## src/sv/fwip_pkg.sv

```systemverilog
`default_nettype none

package fwip_pkg;

  // fixed field widths
  localparam int COUNT_WIDTH = 12;
  localparam int TICK_MS     = 50;
  localparam int NUM_LANES   = 4;
  localparam int LANE_W      = $clog2(NUM_LANES);
  localparam int TGT_W       = 17;
  localparam int DIST_W      = 24;
  localparam int DUTY_W      = 16;
  localparam int ERR_W       = 20;
  localparam int TRAV_W      = 32;
  localparam int CFG_W       = 24;
  localparam int CFG_IDX_W   = 2;

  localparam int IN_TDATA_W  = ((NUM_LANES * COUNT_WIDTH + 7) / 8) * 8;
  localparam int OUT_USED_W  = NUM_LANES * DUTY_W + DIST_W + 1;
  localparam int OUT_TDATA_W = ((OUT_USED_W + 7) / 8) * 8;
  localparam int OUT_PAD_W   = OUT_TDATA_W - OUT_USED_W;

  localparam logic [TGT_W-1:0] TARGET_RESET = 17'd22938;

  typedef enum logic [CFG_IDX_W-1:0] {
    REG_LEFT_TARGET  = 2'd0,
    REG_RIGHT_TARGET = 2'd1,
    REG_TARGET_DIST  = 2'd2
  } cfg_reg_e;

  localparam logic [LANE_W-1:0] LANE_LF = 2'd0;
  localparam logic [LANE_W-1:0] LANE_LB = 2'd1;
  localparam logic [LANE_W-1:0] LANE_RF = 2'd2;
  localparam logic [LANE_W-1:0] LANE_RB = 2'd3;

  // pipeline stages
  localparam int ST_IN    = 0;
  localparam int ST_MUL   = 1;
  localparam int ST_ERR   = 2;
  localparam int ST_PID   = 3;
  localparam int ST_SUM   = 4;
  localparam int ST_DIV   = 5;
  localparam int ST_OUT   = 6;
  localparam int N_STAGES = ST_OUT + 1;

  typedef struct packed {
    logic [N_STAGES-1:0] load;
    logic [N_STAGES-1:0] clr;
  } pipe_ctl_t;

  // speed: (n * num + half) / den, reduced by a common factor of 128
  localparam longint unsigned SPD_NUM  = 64'd26869760 / 64'd128;
  localparam longint unsigned SPD_DEN  = (64'd80640 * TICK_MS) / 64'd128;
  localparam longint unsigned SPD_HALF = SPD_DEN / 2;
  localparam longint unsigned SPD_NMAX = 2 * ((64'd1 << COUNT_WIDTH) - 1);
  localparam int SPD_N_W = COUNT_WIDTH + 1;
  localparam int SPD_X_W = $clog2(SPD_NMAX * SPD_NUM + SPD_HALF + 1);
  localparam int SPD_D_W = $clog2(SPD_DEN + 1);
  localparam int SPD_SH  = SPD_X_W + SPD_D_W;
  localparam longint unsigned SPD_RCP = ((64'd1 << SPD_SH) + SPD_DEN - 1) / SPD_DEN;
  localparam int SPD_R_W = $clog2(SPD_RCP + 1);
  localparam int SPD_P_W = SPD_X_W + SPD_R_W;
  localparam int SPD_W   = SPD_P_W - SPD_SH;

  localparam int ERR_HI = (1 << (ERR_W - 1)) - 1;
  localparam int ERR_LO = -(1 << (ERR_W - 1));

  // pid: c1*e1 - c2*e2 + c3*e3, gains in thousandths
  localparam int KD_GAIN   = 600;
  localparam int COEF_W    = 13;
  localparam int PROD_W    = ERR_W + COEF_W;
  localparam int PID_W     = PROD_W + 3;
  localparam int PID_BIAS  = 500;
  localparam int DIV_DROP  = 3;
  localparam longint unsigned DIV_OFF   = 64'd1000 << 22;
  localparam longint unsigned DIV_OFF_Q = DIV_OFF / 64'd1000;
  localparam logic [PID_W-1:0] PID_OFF  = PID_W'(DIV_OFF + PID_BIAS);
  localparam longint unsigned DIV_DEN   = 64'd1000 >> DIV_DROP;
  localparam int DIV_Z_W = $clog2(2 * DIV_OFF) - DIV_DROP;
  localparam int DIV_D_W = $clog2(DIV_DEN + 1);
  localparam int DIV_SH  = DIV_Z_W + DIV_D_W;
  localparam longint unsigned DIV_RCP = ((64'd1 << DIV_SH) + DIV_DEN - 1) / DIV_DEN;
  localparam int DIV_R_W = $clog2(DIV_RCP + 1);
  localparam int DIV_P_W = DIV_Z_W + DIV_R_W;
  localparam int DIV_Q_W = DIV_P_W - DIV_SH;
  localparam int DSUM_W  = DIV_Q_W + 2;

  localparam logic [DUTY_W-1:0] DUTY_MIN = 16'd13107;
  localparam logic [DUTY_W-1:0] DUTY_MAX = 16'd58982;

  // distance increment: sum*quo + (sum*rem + bias) / den
  localparam int SUM_W = COUNT_WIDTH + $clog2(NUM_LANES);
  localparam longint unsigned SUM_MAX   = NUM_LANES * ((64'd1 << COUNT_WIDTH) - 1);
  localparam longint unsigned DIST_MUL  = 64'd687865856 / 64'd2048;
  localparam longint unsigned DIST_DEN  = 64'd16128000 / 64'd2048;
  localparam longint unsigned DIST_BIAS = DIST_DEN / 2;
  localparam longint unsigned DIST_QUO  = DIST_MUL / DIST_DEN;
  localparam longint unsigned DIST_REM  = DIST_MUL % DIST_DEN;
  localparam int DIST_HI_W = $clog2(SUM_MAX * DIST_QUO + 1);
  localparam int DIST_X_W  = $clog2(SUM_MAX * DIST_REM + DIST_BIAS + 1);
  localparam int DIST_D_W  = $clog2(DIST_DEN + 1);
  localparam int DIST_SH   = DIST_X_W + DIST_D_W;
  localparam longint unsigned DIST_RCP = ((64'd1 << DIST_SH) + DIST_DEN - 1) / DIST_DEN;
  localparam int DIST_R_W  = $clog2(DIST_RCP + 1);
  localparam int DIST_P_W  = DIST_X_W + DIST_R_W;
  localparam int DIST_Q_W  = DIST_P_W - DIST_SH;
  localparam int INC_W     = ((DIST_HI_W > DIST_Q_W) ? DIST_HI_W : DIST_Q_W) + 1;
  localparam int DIST_SHIFT = TRAV_W - DIST_W;

  function automatic int gain_p(input logic [LANE_W-1:0] lane);
    int g;
    case (lane)
      LANE_LF: g = 920;
      LANE_LB: g = 890;
      LANE_RF: g = 880;
      LANE_RB: g = 890;
      default: g = 890;
    endcase
    return g;
  endfunction

  function automatic int gain_i(input logic [LANE_W-1:0] lane);
    int g;
    case (lane)
      LANE_LF: g = 272;
      LANE_LB: g = 316;
      LANE_RF: g = 298;
      LANE_RB: g = 262;
      default: g = 262;
    endcase
    return g;
  endfunction

  function automatic logic signed [COEF_W-1:0] pid_c1(input logic [LANE_W-1:0] lane);
    return COEF_W'(gain_p(lane) + gain_i(lane) + KD_GAIN);
  endfunction

  function automatic logic signed [COEF_W-1:0] pid_c2(input logic [LANE_W-1:0] lane);
    return COEF_W'(gain_p(lane) + 2 * KD_GAIN);
  endfunction

  function automatic logic signed [ERR_W-1:0] sat_err(input logic signed [31:0] v);
    logic signed [ERR_W-1:0] r;
    if (v > ERR_HI) begin
      r = ERR_W'(ERR_HI);
    end else if (v < ERR_LO) begin
      r = ERR_W'(ERR_LO);
    end else begin
      r = v[ERR_W-1:0];
    end
    return r;
  endfunction

endpackage

`default_nettype wire

```

## src/sv/fwip_dist.sv

```systemverilog
`default_nettype none

module fwip_dist
  import fwip_pkg::*;
(
  input  logic                                 clk_i,
  input  logic                                 rst_ni,
  input  pipe_ctl_t                            ctl_i,
  input  logic [NUM_LANES-1:0][COUNT_WIDTH-1:0] counts_i,
  input  logic [DIST_W-1:0]                    target_i,
  output logic [DIST_W-1:0]                    dist_o,
  output logic                                 reached_o
);

  logic [SUM_W-1:0]     sum;
  logic [DIST_HI_W-1:0] hi_q, hi1_q;
  logic [DIST_X_W-1:0]  dx_q;
  logic [DIST_P_W-1:0]  dprod_q;
  logic [INC_W-1:0]     inc;
  logic [TRAV_W:0]      total;
  logic [TRAV_W-1:0]    trav_q, trav_d;
  logic [DIST_W-1:0]    dist_new;
  logic [DIST_W-1:0]    dist_pipe_q [N_STAGES-1:ST_ERR];
  logic                 reach_pipe_q [N_STAGES-1:ST_ERR];

  // merge the lane counts
  always_comb begin
    sum = '0;
    for (int k = 0; k < NUM_LANES; k++) begin
      sum = sum + SUM_W'(counts_i[k]);
    end
  end

  assign inc   = INC_W'(hi1_q) + INC_W'(dprod_q[DIST_P_W-1:DIST_SH]);
  assign total = (TRAV_W + 1)'(trav_q) + (TRAV_W + 1)'(inc);

  always_comb begin
    if (ctl_i.clr[ST_ERR]) begin
      trav_d = '0;
    end else if (total[TRAV_W]) begin
      trav_d = '1;
    end else begin
      trav_d = total[TRAV_W-1:0];
    end
  end

  assign dist_new = trav_d[TRAV_W-1:DIST_SHIFT];

  always_ff @(posedge clk_i or negedge rst_ni) begin
    if (!rst_ni) begin
      trav_q <= '0;
    end else if (ctl_i.load[ST_ERR]) begin
      trav_q <= trav_d;
    end
  end

  always_ff @(posedge clk_i) begin
    if (ctl_i.load[ST_IN]) begin
      hi_q <= DIST_HI_W'(sum * DIST_QUO);
      dx_q <= DIST_X_W'(sum * DIST_REM + DIST_BIAS);
    end
    if (ctl_i.load[ST_MUL]) begin
      hi1_q   <= hi_q;
      dprod_q <= DIST_P_W'(dx_q * DIST_RCP);
    end
    if (ctl_i.load[ST_ERR]) begin
      dist_pipe_q[ST_ERR]  <= dist_new;
      reach_pipe_q[ST_ERR] <= (dist_new >= target_i);
    end
    for (int k = ST_ERR + 1; k < N_STAGES; k++) begin
      if (ctl_i.load[k]) begin
        dist_pipe_q[k]  <= dist_pipe_q[k-1];
        reach_pipe_q[k] <= reach_pipe_q[k-1];
      end
    end
  end

  assign dist_o    = dist_pipe_q[ST_OUT];
  assign reached_o = reach_pipe_q[ST_OUT];

endmodule

`default_nettype wire

```

## config.mk

```make
export PLATFORM = sky130hd
export DESIGN_NAME = fwip_dist
export DESIGN_NICKNAME = d
export VERILOG_FILES = /design/src/sv/fwip_pkg.sv /design/src/sv/fwip_dist.sv
export SDC_FILE = /design/constraint.sdc
export NUM_CORES = 1
export LEC_CHECK = 0
export CAP_MARGIN = 25
export CORE_ASPECT_RATIO = 1.75
export CORE_MARGIN = 3
export CORE_UTILIZATION = 55
export DETAILED_ROUTE_END_ITERATION = 10
export DONT_BUFFER_PORTS = 1
export GPL_TIMING_DRIVEN = 0
export PLACE_DENSITY = 0.7
export SLEW_MARGIN = 20
export SYNTH_ARGS = -nofsm -noshare
export SYNTH_HDL_FRONTEND = slang
export SYNTH_SLANG_ARGS = --single-unit
```

## constraint.sdc

```tcl
create_clock -name clk_i -period 10.1 [get_ports clk_i]
set_clock_uncertainty 0.2 [all_clocks]
set_input_delay 1.01 -clock clk_i [delete_from_list [all_inputs] [get_ports clk_i]]
set_output_delay 1.01 -clock clk_i [all_outputs]
set_load 0.01 [all_outputs]
```

### Word level (Yosys, flattened, before mapping)

Memories as Yosys holds them, arrays and structs flattened.
Index checks and enable logic that the tools add are counted.

* bits in registers: 152
* bits in latches: 0
* RAM bits: 125
* ROM bits: 0
* bits of input ports: 88
* output and inout port bits: 25
* logic and storage cells: 29
* memories kept: 2

Memory list
* dist_pipe_q: depth 5, bits a word 24, read ports 5, clocked after Yosys merged registers in 0, wr ports 5, line fwip_dist.sv:23 `logic [DIST_W-1:0] dist_pipe_q [N_STAGES-1:ST_ERR];`
* reach_pipe_q: depth 5, bits a word 1, read ports 5, clocked after Yosys merged registers in 0, wr ports 5, line fwip_dist.sv:24 `logic reach_pipe_q [N_STAGES-1:ST_ERR];`

* add/subtract/negate cells: 6
* multipliers: 3
* divide/modulo/power cells: 0
* magnitude comparators: 1
* equality and inequality tests: 0
* shifts and indexed selects: 0
* mux-type cells: 12
* bitwise operators: 0
* reductions and logical operators: 0

Operator list (count)
* 2-to-1 mux 32 bit: 2
* multiplier 27 x 28 -> 55 bit (second input constant): 1
* adder 32 x 21 -> 33 bit: 1
* adder 27 x 12 -> 27 bit (second input constant): 1
* multiplier 14 x 12 -> 26 bit (second input constant): 1
* greater-or-equal comparator 24 bit: 1
* adder 20 x 15 -> 21 bit: 1
* multiplier 14 x 5 -> 19 bit (second input constant): 1
* adder 13 x 12 -> 14 bit: 1
* adder 14 x 12 -> 14 bit: 1
* adder 12 x 12 -> 13 bit: 1
* 2-to-1 mux 1 bit: 10

### Depth between registers and ports, before layout

* depth after elaboration: 5
* depth in mapped cells: 30
* gate-level depth less buffers: 28

### Least setup slack after synthesis

OpenSTA, ideal clock, no wires.

* path type: input to register
* start: input port counts_i[1] in the netlist's numbering
* end: register dx_q[26] (data pin)
* setup time: 0.262 ns
* arrival time: 7.076 ns
* data required time: 9.638 ns
* setup slack: 2.563 ns
* stages on the path: 29
* path buffers: 1
* path through: inv_1 -> fa_1 -> inv_1 -> fa_1 -> ha_1 -> inv_1 -> fa_1 -> nor2b_1 -> o31a_1 -> o31a_1 -> o21ai_1 -> a21boi_1 -> o21a_1 -> or2_1 -> clkbuf_1 -> a31o_1 -> ha_1 -> ha_1 -> ha_1 -> ha_1 -> ha_1 -> ha_1 -> or2_2 -> o31ai_1 -> a31oi_1 -> xor2_1 -> nand3_1 -> a211oi_1 -> xnor2_1

* word-level cells in the longest chain between the ends: 5

RTL lines
* start, declared: line fwip_dist.sv:9 `input logic [NUM_LANES-1:0][COUNT_WIDTH-1:0] counts_i,`
* adder 12 x 12 -> 13 bit: line fwip_dist.sv:30 `sum = sum + SUM_W'(counts_i[k]);`
* adder 13 x 12 -> 14 bit: line fwip_dist.sv:30
* adder 14 x 12 -> 14 bit: line fwip_dist.sv:30
* multiplier 14 x 12 -> 26 bit: line fwip_dist.sv:60 `dx_q <= DIST_X_W'(sum * DIST_REM + DIST_BIAS);`
* adder 27 x 12 -> 27 bit: line fwip_dist.sv:60
* end signal, assigned: line fwip_dist.sv:60
* end, declared: line fwip_dist.sv:17 `logic [DIST_X_W-1:0] dx_q;`

No other way between the ends.
A chain may end at the register's enable or synchronous reset.

### Worst setup path after layout

Ends and elaborated chain as after synthesis.

==> summary.txt <==
Setup path
  – Crit path DAT: 7.64 ns
  – Buf+Inv Stages, Crit Path: 4
  – Max stage delay cell, worst path: fa_1
  – CP endpoint kind: flop
  – CP max stage delay: 0.53 ns
  – Crit-path most repeated cell: ha_1
  – Crit path launch type: input port
  – Crit-path leading delay family: adder cells
  – CP required: 10.15 ns
  – Crit Path Category: input port to flop
  – Crit path max fanout: 7

Route
  – DRT Wirelength: 61.0 mm
  – Initial DRC count: 812
  – DRC viols: 0
  – DRT Pass-1 Iters: 5
  – Final antenna-violating net count: 0
  – WL/cell: 20.8 um
  – Via count: 16800
  – Vias per cell: 5.73

STA
  – Slew HR: 0.383
  – Max-slew violations: 0
  – Post-route minimum period: 7.59 ns
  – Final worst slack: 2.51 ns
  – Unrepaired setup endpoints after global routing: no
  – Hold Vio Cnt, Final: 0
  – Final setup vio count: 0
  – Fmax: 132 MHz
  – Tcrit/Tclk final: 0.751
  – Setup TNS: 0 ns
  – Tightest Pin Transition: 0.921 ns

CTS
  – CTS resizes: 0
  – CTS Sinks: 234
  – Max Buffers Root-to-Sink: 3
  – Clk Latency, worst-skew pair: 0.52 ns
  – CTS buffer count: 23
  – Clock root buffer master: clkbuf_16
  – Clock slew at reported path FFs: 0.07 ns
  – # H-tree levels: 1
  – CTS tree: built

Hold path
  – Hold Path Class: input port to async pin

Global route
  – GRT Overall Usage: 0.260
  – Initial antenna violation count: 0
  – Total grt overflow: 0
  – Largest net degree at the start of global routing: 44
  – First-pass GRT wire length: 98.0 mm
  – Number of global-route vias before repair: 18900

Synth
  – Library cells used by synthesis: 88
  – Cell count after synthesis: 2314
  – YS warnings: 0
  – Syn avg cell area: 10.9 sq um
  – Top FF cell, synth: edfxtp_1
  – Sequential share of the synthesized area: 0.272
  – Syn nets: 3110
  – Flops & latches, synth: 234
  – EDFF count, synth: 202
  – Post-synthesis cell area: 25200 sq um
  – Ys async rst share: 0.137

Floorplanning
  – Initial Util: 0.557
  – Die ar.: 48600 sq um
  – Die W: 168 um
  – I/O Pins: 113
  – Core box area: 45200 sq um
  – Chip Height: 289 um
  – # rows: 103

Finish
  – Antenna diodes: 0
  – Layout net count: 3136
  – Commonest non-fill, non-tap cell in the layout: inv_1
  – Area Overhead vs Synth: 6.05%
  – Most frequent cells in the layout: inv_1, ha_1, fa_1
  – Number of fill cells: 3757
  – Share of cells above drive strength 1: 0.0458

Placement
  – Port Buf Inserts: 0
  – Post-DP HPWL: 52.7 mm
  – Final Wtd Congestion: 0.939
  – Worst slack, placed: 1.98 ns

Run status
  – Status: finished, final reports clean

Run
  – MaxCap Viol Count: 0
## synth_stat cells, types with 11 or more instances
cell type	number	area share
a21oi_1	104	0.021
o21ai_0	35	0.0069
and2_1	15	0.0037
o211ai_1	14	0.0042
dfrtp_1	32	0.032
ha_1	439	0.22
and3_1	16	0.0040
nand4_1	12	0.0030
xor2_1	34	0.012
xnor2_1	56	0.019
a21o_1	54	0.016
nor2b_1	17	0.0042
o21a_1	23	0.0068
o21ai_1	18	0.0036
clkbuf_1	25	0.0037
nor2_1	80	0.012
a31oi_1	20	0.0050
inv_1	530	0.079
fa_1	269	0.21
nand2b_1	11	0.0027
buf_4	24	0.0071
nand3_1	30	0.0060
edfxtp_1	202	0.24
nand2_1	58	0.0086
nor3_1	24	0.0048
a211oi_1	17	0.0051
## layout make-up
cell class	instances	area [sq um]	share of cell area
buffer	55	309	0.0116
clock buffer	27	601	0.0225
clock inverter	14	183	0.00683
inverter	533	2000	0.0748
multi-input combinational	1492	16000	0.600
sequential	234	6870	0.257
tap	577	722	0.0270
timing repair buffer	1	20.0	0.000749
## timing repair
| item | in CTS | in global routing |
|---|---|---|
| hold buffers | 1 | 0 |
| buffers inserted | 0 | 0 |
| endpoints found under the hold margin | 32 | 0 |
## metal layers
layer / up-vias / global-route usage / routed length [um]
met1: 8360 / 0.244 / 19600
met3: 209 / 0.0194 / 1790
met2: 428 / 0.520 / 34300
met5: - / 0 / 0
li1: 7809 / - / -
met4: 0 / 0.179 / 5270
## logic make-up after synthesis
group | share of synthesized area
fa+ha+maj | 0.432
buf+inv | 0.0916
compound gates | 0.108
simple gates | 0.0605
flops | 0.272
xor+xnor | 0.0313
mux | 0.00476
## final timing paths
kind | slack [ns] | from | cells past startpoint | endpoint
worst max-delay path | 2.51 | counts_i[1] | 29 | dx_q[26]$_DFFE_PP_
worst min-delay path | 0.12 | rst_ni | 1 | trav_q[14]$_DFFE_PN0P_
worst max register to register | 2.65 | dx_q[24]$_DFFE_PP_ | 20 | dprod_q[53]$_DFFE_PP_
worst min register to register | 0.22 | dist_pipe_q[0][141]$_DFFE_PP_ | 0 | dist_pipe_q[0][165]$_DFFE_PP_
max in group asynchronous | 9.36 | rst_ni | 1 | trav_q[31]$_DFFE_PN0P_
min in group clk_i | 0.22 | dist_pipe_q[0][141]$_DFFE_PP_ | 0 | dist_pipe_q[0][165]$_DFFE_PP_
## registers in the layout, indices dropped and copies added (netlist names)
name and cells:
dist_pipe_q 120, reach_pipe_q 5, trav_q 32, dprod_q 16, hi1_q 18, hi_q 19
dx_q 24
## per-stage QoR
step	std cells	hold WS [ns]	utilization	cell area (sq um)
floorplan	2314	0.200	-	25200
global placement	2891	0.201	0.573	25900
detailed placement	2891	0.205	0.573	25900
CTS	2933	0.109	0.591	26700
global route	2933	0.115	0.591	26700
finish	2933	0.119	0.591	26700
Power is left out: the tool's default activity adds up to more than one toggle a clock period on the data nets, which glitch-free logic cannot reach.
