**config.mk**
```make
export PLATFORM = sky130hd
export DESIGN_NAME = fwip_lane
export DESIGN_NICKNAME = d
export VERILOG_FILES = /design/src/sv/fwip_pkg.sv /design/src/sv/fwip_lane.sv
export SDC_FILE = /design/constraint.sdc
export NUM_CORES = 2
export LEC_CHECK = 0
export ABC_AREA = 1
export BUFFER_PORTS_ARGS = -buffer_cell sky130_fd_sc_hd__buf_4
export CAP_MARGIN = 20
export CORE_ASPECT_RATIO = 0.8
export CORE_UTILIZATION = 55
export CTS_BUF_LIST = sky130_fd_sc_hd__clkbuf_8
export CTS_CLUSTER_SIZE = 28
export DETAILED_ROUTE_END_ITERATION = 10
export GPL_TIMING_DRIVEN = 0
export HOLD_SLACK_MARGIN = 0.03
export PLACE_DENSITY = 0.71
export SETUP_SLACK_MARGIN = 0.02
export SYNTH_ARGS = -nofsm -noshare
export SYNTH_HDL_FRONTEND = slang
export SYNTH_SLANG_ARGS = --single-unit
```
**constraint.sdc**
```tcl
create_clock -name clk_i -period 11.1 [get_ports clk_i]
set_input_delay 1.11 -clock clk_i [delete_from_list [all_inputs] [get_ports clk_i]]
set_output_delay 1.11 -clock clk_i [all_outputs]
set_load 0.005 [all_outputs]
```
**src/sv/fwip_pkg.sv**
```systemverilog
`default_nettype none

package fwip_pkg;

  // fixed field widths
  localparam int COUNT_WIDTH = 12;
  localparam int TICK_MS     = 50;
  localparam int NUM_LANES   = 4;
  localparam int LANE_W      = $clog2(NUM_LANES);
  localparam int TGT_W       = 17;
  localparam int DIST_W      = 24;
  localparam int DUTY_W      = 16;
  localparam int ERR_W       = 20;
  localparam int TRAV_W      = 32;
  localparam int CFG_W       = 24;
  localparam int CFG_IDX_W   = 2;

  localparam int IN_TDATA_W  = ((NUM_LANES * COUNT_WIDTH + 7) / 8) * 8;
  localparam int OUT_USED_W  = NUM_LANES * DUTY_W + DIST_W + 1;
  localparam int OUT_TDATA_W = ((OUT_USED_W + 7) / 8) * 8;
  localparam int OUT_PAD_W   = OUT_TDATA_W - OUT_USED_W;

  localparam logic [TGT_W-1:0] TARGET_RESET = 17'd22938;

  typedef enum logic [CFG_IDX_W-1:0] {
    REG_LEFT_TARGET  = 2'd0,
    REG_RIGHT_TARGET = 2'd1,
    REG_TARGET_DIST  = 2'd2
  } cfg_reg_e;

  localparam logic [LANE_W-1:0] LANE_LF = 2'd0;
  localparam logic [LANE_W-1:0] LANE_LB = 2'd1;
  localparam logic [LANE_W-1:0] LANE_RF = 2'd2;
  localparam logic [LANE_W-1:0] LANE_RB = 2'd3;

  // pipeline stages
  localparam int ST_IN    = 0;
  localparam int ST_MUL   = 1;
  localparam int ST_ERR   = 2;
  localparam int ST_PID   = 3;
  localparam int ST_SUM   = 4;
  localparam int ST_DIV   = 5;
  localparam int ST_OUT   = 6;
  localparam int N_STAGES = ST_OUT + 1;

  typedef struct packed {
    logic [N_STAGES-1:0] load;
    logic [N_STAGES-1:0] clr;
  } pipe_ctl_t;

  // speed: (n * num + half) / den, reduced by a common factor of 128
  localparam longint unsigned SPD_NUM  = 64'd26869760 / 64'd128;
  localparam longint unsigned SPD_DEN  = (64'd80640 * TICK_MS) / 64'd128;
  localparam longint unsigned SPD_HALF = SPD_DEN / 2;
  localparam longint unsigned SPD_NMAX = 2 * ((64'd1 << COUNT_WIDTH) - 1);
  localparam int SPD_N_W = COUNT_WIDTH + 1;
  localparam int SPD_X_W = $clog2(SPD_NMAX * SPD_NUM + SPD_HALF + 1);
  localparam int SPD_D_W = $clog2(SPD_DEN + 1);
  localparam int SPD_SH  = SPD_X_W + SPD_D_W;
  localparam longint unsigned SPD_RCP = ((64'd1 << SPD_SH) + SPD_DEN - 1) / SPD_DEN;
  localparam int SPD_R_W = $clog2(SPD_RCP + 1);
  localparam int SPD_P_W = SPD_X_W + SPD_R_W;
  localparam int SPD_W   = SPD_P_W - SPD_SH;

  localparam int ERR_HI = (1 << (ERR_W - 1)) - 1;
  localparam int ERR_LO = -(1 << (ERR_W - 1));

  // pid: c1*e1 - c2*e2 + c3*e3, gains in thousandths
  localparam int KD_GAIN   = 600;
  localparam int COEF_W    = 13;
  localparam int PROD_W    = ERR_W + COEF_W;
  localparam int PID_W     = PROD_W + 3;
  localparam int PID_BIAS  = 500;
  localparam int DIV_DROP  = 3;
  localparam longint unsigned DIV_OFF   = 64'd1000 << 22;
  localparam longint unsigned DIV_OFF_Q = DIV_OFF / 64'd1000;
  localparam logic [PID_W-1:0] PID_OFF  = PID_W'(DIV_OFF + PID_BIAS);
  localparam longint unsigned DIV_DEN   = 64'd1000 >> DIV_DROP;
  localparam int DIV_Z_W = $clog2(2 * DIV_OFF) - DIV_DROP;
  localparam int DIV_D_W = $clog2(DIV_DEN + 1);
  localparam int DIV_SH  = DIV_Z_W + DIV_D_W;
  localparam longint unsigned DIV_RCP = ((64'd1 << DIV_SH) + DIV_DEN - 1) / DIV_DEN;
  localparam int DIV_R_W = $clog2(DIV_RCP + 1);
  localparam int DIV_P_W = DIV_Z_W + DIV_R_W;
  localparam int DIV_Q_W = DIV_P_W - DIV_SH;
  localparam int DSUM_W  = DIV_Q_W + 2;

  localparam logic [DUTY_W-1:0] DUTY_MIN = 16'd13107;
  localparam logic [DUTY_W-1:0] DUTY_MAX = 16'd58982;

  // distance increment: sum*quo + (sum*rem + bias) / den
  localparam int SUM_W = COUNT_WIDTH + $clog2(NUM_LANES);
  localparam longint unsigned SUM_MAX   = NUM_LANES * ((64'd1 << COUNT_WIDTH) - 1);
  localparam longint unsigned DIST_MUL  = 64'd687865856 / 64'd2048;
  localparam longint unsigned DIST_DEN  = 64'd16128000 / 64'd2048;
  localparam longint unsigned DIST_BIAS = DIST_DEN / 2;
  localparam longint unsigned DIST_QUO  = DIST_MUL / DIST_DEN;
  localparam longint unsigned DIST_REM  = DIST_MUL % DIST_DEN;
  localparam int DIST_HI_W = $clog2(SUM_MAX * DIST_QUO + 1);
  localparam int DIST_X_W  = $clog2(SUM_MAX * DIST_REM + DIST_BIAS + 1);
  localparam int DIST_D_W  = $clog2(DIST_DEN + 1);
  localparam int DIST_SH   = DIST_X_W + DIST_D_W;
  localparam longint unsigned DIST_RCP = ((64'd1 << DIST_SH) + DIST_DEN - 1) / DIST_DEN;
  localparam int DIST_R_W  = $clog2(DIST_RCP + 1);
  localparam int DIST_P_W  = DIST_X_W + DIST_R_W;
  localparam int DIST_Q_W  = DIST_P_W - DIST_SH;
  localparam int INC_W     = ((DIST_HI_W > DIST_Q_W) ? DIST_HI_W : DIST_Q_W) + 1;
  localparam int DIST_SHIFT = TRAV_W - DIST_W;

  function automatic int gain_p(input logic [LANE_W-1:0] lane);
    int g;
    case (lane)
      LANE_LF: g = 920;
      LANE_LB: g = 890;
      LANE_RF: g = 880;
      LANE_RB: g = 890;
      default: g = 890;
    endcase
    return g;
  endfunction

  function automatic int gain_i(input logic [LANE_W-1:0] lane);
    int g;
    case (lane)
      LANE_LF: g = 272;
      LANE_LB: g = 316;
      LANE_RF: g = 298;
      LANE_RB: g = 262;
      default: g = 262;
    endcase
    return g;
  endfunction

  function automatic logic signed [COEF_W-1:0] pid_c1(input logic [LANE_W-1:0] lane);
    return COEF_W'(gain_p(lane) + gain_i(lane) + KD_GAIN);
  endfunction

  function automatic logic signed [COEF_W-1:0] pid_c2(input logic [LANE_W-1:0] lane);
    return COEF_W'(gain_p(lane) + 2 * KD_GAIN);
  endfunction

  function automatic logic signed [ERR_W-1:0] sat_err(input logic signed [31:0] v);
    logic signed [ERR_W-1:0] r;
    if (v > ERR_HI) begin
      r = ERR_W'(ERR_HI);
    end else if (v < ERR_LO) begin
      r = ERR_W'(ERR_LO);
    end else begin
      r = v[ERR_W-1:0];
    end
    return r;
  endfunction

endpackage

`default_nettype wire

```
**src/sv/fwip_lane.sv**
```systemverilog
`default_nettype none

module fwip_lane
  import fwip_pkg::*;
(
  input  logic                   clk_i,
  input  logic                   rst_ni,
  input  logic [LANE_W-1:0]      lane_i,
  input  pipe_ctl_t              ctl_i,
  input  logic [COUNT_WIDTH-1:0] count_i,
  input  logic [TGT_W-1:0]       target_i,
  output logic [DUTY_W-1:0]      duty_o
);

  logic [COUNT_WIDTH-1:0]   prev_q, prev_d;
  logic [SPD_N_W-1:0]       n_sum;
  logic [SPD_X_W-1:0]       x_q, x_d;
  logic [SPD_P_W-1:0]       sp_prod_q;
  logic [SPD_W-1:0]         speed;
  logic signed [31:0]       diff;
  logic signed [ERR_W-1:0]  err_q;
  logic signed [ERR_W-1:0]  last_err_q, last_err_d;
  logic signed [ERR_W-1:0]  prev_err_q, prev_err_d;
  logic signed [COEF_W-1:0] c1, c2, c3;
  logic signed [PROD_W-1:0] p1_q, p2_q, p3_q;
  logic [PID_W-1:0]         pid_sum;
  logic [DIV_Z_W-1:0]       z_q;
  logic [DIV_P_W-1:0]       dv_prod_q;
  logic [DIV_Q_W-1:0]       quot;
  logic signed [DSUM_W-1:0] duty_sum;
  logic [DUTY_W-1:0]        duty_q, duty_d;

  assign c1 = pid_c1(lane_i);
  assign c2 = pid_c2(lane_i);
  assign c3 = COEF_W'(KD_GAIN);

  // speed numerator from this and the last count
  assign n_sum  = SPD_N_W'(count_i) + SPD_N_W'(prev_q);
  assign x_d    = SPD_X_W'(n_sum * SPD_NUM + SPD_HALF);
  assign prev_d = ctl_i.clr[ST_IN] ? '0 : count_i;

  assign speed = sp_prod_q[SPD_P_W-1:SPD_SH];
  assign diff  = $signed(32'(target_i)) - $signed(32'(speed));

  always_comb begin
    if (ctl_i.clr[ST_PID]) begin
      last_err_d = '0;
      prev_err_d = '0;
    end else begin
      last_err_d = err_q;
      prev_err_d = last_err_q;
    end
  end

  // biased so the floor division sees a positive value
  assign pid_sum = PID_W'(p1_q) - PID_W'(p2_q) + PID_W'(p3_q) + PID_OFF;

  assign quot     = dv_prod_q[DIV_P_W-1:DIV_SH];
  assign duty_sum = $signed(DSUM_W'(duty_q)) + $signed(DSUM_W'(quot))
                    - $signed(DSUM_W'(DIV_OFF_Q));

  always_comb begin
    if (ctl_i.clr[ST_OUT]) begin
      duty_d = '0;
    end else if (duty_sum > $signed(DSUM_W'(DUTY_MAX))) begin
      duty_d = DUTY_MAX;
    end else if (duty_sum < $signed(DSUM_W'(DUTY_MIN))) begin
      duty_d = DUTY_MIN;
    end else begin
      duty_d = duty_sum[DUTY_W-1:0];
    end
  end

  // per-wheel state
  always_ff @(posedge clk_i or negedge rst_ni) begin
    if (!rst_ni) begin
      prev_q     <= '0;
      last_err_q <= '0;
      prev_err_q <= '0;
      duty_q     <= '0;
    end else begin
      if (ctl_i.load[ST_IN]) begin
        prev_q <= prev_d;
      end
      if (ctl_i.load[ST_PID]) begin
        last_err_q <= last_err_d;
        prev_err_q <= prev_err_d;
      end
      if (ctl_i.load[ST_OUT]) begin
        duty_q <= duty_d;
      end
    end
  end

  // datapath stages
  always_ff @(posedge clk_i) begin
    if (ctl_i.load[ST_IN]) begin
      x_q <= x_d;
    end
    if (ctl_i.load[ST_MUL]) begin
      sp_prod_q <= SPD_P_W'(x_q * SPD_RCP);
    end
    if (ctl_i.load[ST_ERR]) begin
      err_q <= sat_err(diff);
    end
    if (ctl_i.load[ST_PID]) begin
      p1_q <= PROD_W'(c1) * PROD_W'(err_q);
      p2_q <= PROD_W'(c2) * PROD_W'(last_err_q);
      p3_q <= PROD_W'(c3) * PROD_W'(prev_err_q);
    end
    if (ctl_i.load[ST_SUM]) begin
      z_q <= pid_sum[DIV_Z_W+DIV_DROP-1:DIV_DROP];
    end
    if (ctl_i.load[ST_DIV]) begin
      dv_prod_q <= DIV_P_W'(z_q * DIV_RCP);
    end
  end

  assign duty_o = duty_q;

endmodule

`default_nettype wire

```
== Yosys cells after proc, flatten, opt, wreduce, memory -nomap -nowiden ==
Cells that the tools add are included.

* Register bits: 365
* Input bits: 47
* Output and inout port bits: 16
* Logic and storage cells: 47

* Add/sub/neg operators: 11
* $mul: 6
* $lt $le $gt $ge: 4
* Equal/unequal tests: 3
* Mux-type cells: 9
* Reductions and logical operators: 2

{| class="wikitable"
|+ Operator list
! cell !! count
|-
| multiplier 13 x 20 -> 33 bit || 2
|-
| multiplier 31 x 32 -> 63 bit (second input constant) || 1
|-
| 2-to-1 mux 20 bit || 3
|-
| multiplier 30 x 29 -> 59 bit (second input constant) || 1
|-
| case mux 13 bit (4 select lines) || 1
|-
| 2-to-1 mux 16 bit || 3
|-
| case mux 13 bit (3 select lines) || 1
|-
| adder 33 x 31 -> 33 bit || 1
|-
| adder 33 bit (second input constant) || 1
|-
| subtractor 33 bit || 1
|-
| adder 31 x 14 -> 31 bit (second input constant) || 1
|-
| multiplier 8 x 20 -> 28 bit (first input constant) || 1
|-
| > comparator 26 x 17 -> 1 bit (second input constant) || 1
|-
| less-than comparator 26 x 15 -> 1 bit (second input constant) || 1
|-
| subtractor 25 x 23 -> 26 bit (second input constant) || 1
|-
| adder 16 x 24 -> 25 bit || 1
|-
| multiplier 13 x 8 -> 21 bit (second input constant) || 1
|-
| > comparator 18 x 20 -> 1 bit (second input constant) || 1
|-
| less-than comparator 18 x 20 -> 1 bit (second input constant) || 1
|-
| subtractor 17 x 17 -> 18 bit || 1
|-
| adder 12 x 12 -> 13 bit || 1
|-
| adder 13 x 11 -> 13 bit (second input constant) || 1
|-
| adder 13 x 12 -> 13 bit (second input constant) || 1
|-
| adder 13 bit || 1
|-
| other kinds (5) || 6
|}

== Depth between registers and ports, before layout ==
* Word-level depth: 6
* Depth in mapped cells: 42
* Mapped depth without buffers: 38

== Worst setup path before layout ==
Ideal clock, no wire load.

* Path type: input port to flip-flop
* Start point: in lane_i[0]
* End point: reg p1_q[31] (data pin)
* Setup time: 0.257 ns
* Arrival: 8.092 ns
* Required time: 10.843 ns
* Path slack: 2.751 ns
* Cell stages on the path: 40
* Buffers on the path: 4
* Cell sequence: clkbuf_1 > buf_1 > inv_1 > ha_1 > clkbuf_1 > or2_2 > ha_1 > inv_1 > o22ai_1 > nor2_1 > inv_1 > nand2_1 > clkbuf_1 > nand2_1 > fa_1 > inv_1 > ha_1 > inv_1 > [... 4 more ...] > fa_1 > inv_1 > ha_1 > ha_1 > fa_1 > nand3_1 > nand2_1 > a21oi_1 > inv_1 > nand2_1 > nand2_1 > nand2_1 > nand2_1 > a21oi_1 > o21ai_0 > nand3_1 > nand2_1 > xor2_1

* Longest elaborated chain between the ends: 6
* Elaborated cells between the ends (all ways): 10
* Those cells by class: add/sub: 2; mul: 1; eq/ne: 3; mux: 2; reduce/logical: 2

{| class="wikitable"
|+ Ends and longest elaborated chain
! what !! line !! source
|-
| start: declaration || fwip_lane.sv:8 || <nowiki>input logic [LANE_W-1:0] lane_i,</nowiki>
|-
| == test 2 bit / == test 2 x 1 -> 1 bit (equally long branches) || fwip_pkg.sv:112, fwip_pkg.sv:124 ||
|-
| OR reduction 2 bit (no line) || -- ||
|-
| case mux 13 bit (3 select lines) || fwip_pkg.sv:112 || <nowiki>case (lane)</nowiki>
|-
| adder 13 bit * || fwip_pkg.sv:135 || <nowiki>return COEF_W'(gain_p(lane) + gain_i(lane) + KD_GAIN);</nowiki>
|-
| adder 13 x 11 -> 13 bit * || fwip_pkg.sv:135 ||
|-
| multiplier 13 x 20 -> 33 bit * || fwip_lane.sv:107 || <nowiki>p1_q <= PROD_W'(c1) * PROD_W'(err_q);</nowiki>
|-
| end signal: assignment || fwip_lane.sv:107 ||
|-
| end: declaration || fwip_lane.sv:25 || <nowiki>logic signed [PROD_W-1:0] p1_q, p2_q, p3_q;</nowiki>
|}

Mark *: on every way between the ends. The rest lies on a longest branch, timed or not. The select of a mux whose other input is x is not followed.
A chain may end at the register's enable or synchronous reset.

== Worst setup path after layout ==
* Start point: in lane_i[0]
* End point: reg p1_q[19] (data pin)

Same word-level chain as after synthesis.

==> reports/qor.csv <==
metric,value,unit
"Top FF cell, synth",edfxtp_1,
status,"finished, final reports clean",
placed cell areas,59210,um2
Final Util,0.5866,
wire per inst,17.52,um
"commonest non-fill, non-tap cell in the layout",inv_1,
vias in the first global route,43140,
first drt pass iteration count,6,
Slew Limit Fails,0,
final cell count without fillers,7946,
Clock Path Buffers,3,
1st-iter DRT viols,2802,
DR vias,41710,
setup violators final,0,
layout cell share with drive strength beyond 1,0.02885,
Crit path required time,11.46,ns
PostCTS Resize Cnt,0,
H-tree levels,2,
measured slew at the worst slew-check pin,1.011,ns
register area,7747,um2
routed vias/inst,5.249,
Worst R2R Path Depth,24,
final hold violations,0,
pre-CTS setup slack,-0.1711,ns
fillers,9166,
io pins,63,
total CTS buffers,47,
Hold Path Stages,2,
Placed Cells,7856,
Startpoint Class,input port,
first-pass GRT wire length,226.0,mm
Die Area,104800,um2
Die W,361.8,um
initial antenna violation count,3,
Critical-path top delay cell,nor2_1,
number of port buffers,58,
gpl congestion,0.9587,
fmax,0.09836,GHz
Finished Cell Area,60180,um2
"Reg clk slew, reported paths",0.06,ns
"flops & latches, synth",269,
number of clock sinks,269,
Yosys cell types,57,
kind of critical path,input port to register,
Die Span Y,289.8,um
fin worst setup slack,0.9337,ns
Worst Skew,0.06881,ns
"Seq/Total Area, Yosys",0.1361,
Multi-input gate area,42440,um2
Hold Startpoint,prev_q[2],
Area Growth Syn to Fin,5.689,%
grt ovf,0,
post-synthesis cell area,56940,um2
initial core utilization,0.5550,
Avg Inst Size Synth,8.913,um2
max_slew headroom,0.3259,
hold crit path type,register to register,
final period utilization,0.9159,
hold path endpoint,prev_q[2],
worst r2r dst,sp_prod_q[55],
Root Buffer Master,clkbuf_8,
WP data arrival,10.52,ns
final net count,8529,
max cap viols,0,
fin crit period,10.17,ns
async set-or-reset flop fraction in the synthesized netlist,0.2454,
post-synthesis cell count,6389,
core area,102600,um2
num rows,105,
synth warn,0,
clk_lat worst skew,0.68,ns
critical path peak fanout,15,
post-CTS setup buffer count,0,
CP max stage delay,0.62,ns
most frequent CP cell,inv_1,
largest net degree at the start of global routing,67,
r2r startpoint,x_q[10],
R2R Setup Slk,3.76,ns
TritonCTS clock tree,built,
RSZ-0062 raised after global routing,no,
Critical Path Sink Type,register,
Post-route DRC,0,
Post-synth EDFFs,203,
HPWL after DPL,122.0,mm
"commonest non-fill, non-tap cells in the layout","inv_1 (1776), ha_1 (1173), nand2_1 (815), fa_1 (796), nor2_1 (320)",
CTS Hold Bufs,0,
GRT Util Overall,0.2734,
final WL,139.2,mm
DRT antenna net count,0,
routing by layer:
layer	track usage	vias up	routed length (um)
li1	-	20260	-
met2	0.4372	1045	62470
met4	0.07100	0	3905
met3	0.03388	216	7842
met5	0	-	0
met1	0.3932	20190	64990
critical path, delay by kind of cell:
| kind | cells | cell delay, ns |
|---|---|---|
| simple gates | 12 | 2.20 |
| fa+ha+maj | 10 | 3.51 |
| compound gates | 4 | 0.61 |
| xor+xnor | 1 | 0.40 |
| buf+inv | 13 | 2.68 |
area by class of cell:
class                      count  share of cell area
clock buffer                  52             0.01189
antenna                        3           0.0001247
inverter                    1766              0.1101
tap                         1391             0.02892
buffer                        47            0.003181
clock inverter                36            0.004199
sequential                   269              0.1287
multi-input combinational   4323              0.7051
timing repair buffer          59            0.007692
cell usage after synthesis (all sizes together), types with 5 or more instances:
library cell,count,area share
inv,1765,0.12
ha,1173,0.26
nand2,831,0.055
fa,796,0.28
nor2,332,0.023
a21oi,304,0.027
edfxtp,203,0.11
o21ai,194,0.017
xor2,148,0.023
nand3,137,0.013
xnor2,70,0.011
dfrtp,66,0.029
a31oi,47,0.0052
nor3,42,0.0038
clkbuf,41,0.0027
o22ai,39,0.0043
nand4,33,0.0039
a21o,29,0.0038
nor4,21,0.0023
o211ai,16,0.0021
o21bai,14,0.0018
o21a,12,0.0016
or2,10,0.0011
a21boi,9,0.0012
nand3b,9,0.0012
buf,7,0.00070
o31ai,7,0.00092
o2111ai,6,0.00092
and3,5,0.00055
o221ai,5,0.00077
registers in the layout, summed over array words and instances (netlist names), 19 cells and up:
name        flops
p1_q           32
p2_q           32
z_q            30
p3_q           28
dv_prod_q      24
x_q            21
err_q          19
last_err_q     19
prev_err_q     19
stage by stage:
step	setup TNS (ns)	hold WS (ns)
6_report	0	0.5293
5_1_grt	0	0.5425
4_1_cts	0	0.5317
3_5_place_dp	-0.5145	0.5220
3_3_place_gp	-0.3154	0.5138
2_1_floorplan	0	0.4996
cells by family (layout without fill, tap and decap cells):
kind of cell | after synthesis | in the layout | share of synthesized area
AOI/OAI and AO/OA | 696 | 696 | 0.06891
xor gates and xnor gates | 218 | 218 | 0.03366
adders and majority gates | 1969 | 1969 | 0.5376
buffers and inverters | 1814 | 1960 | 0.1198
DFF | 269 | 269 | 0.1361
other | 1 | 21 | 0.00006585
and+or+nand+nor | 1422 | 1422 | 0.1039
how the worst max path moves through the flow:
| stage | cells past startpoint | endpoint | slack [ns] | startpoint |
|---|---|---|---|---|
| detailed placement | 42 | p1_q[27] | -0.17 | lane_i[0] |
| CTS | 41 | p1_q[19] | 0.51 | lane_i[0] |
| global route | 40 | p1_q[19] | 0.40 | lane_i[0] |
| floorplan | 40 | p1_q[31] | 2.75 | lane_i[0] |
| global placement | 42 | p1_q[27] | -0.11 | lane_i[0] |
| finish | 40 | p1_q[19] | 0.93 | lane_i[0] |
Power is left out: the tool's default activity adds up to more than one toggle a clock period on the data nets, which glitch-free logic cannot reach.
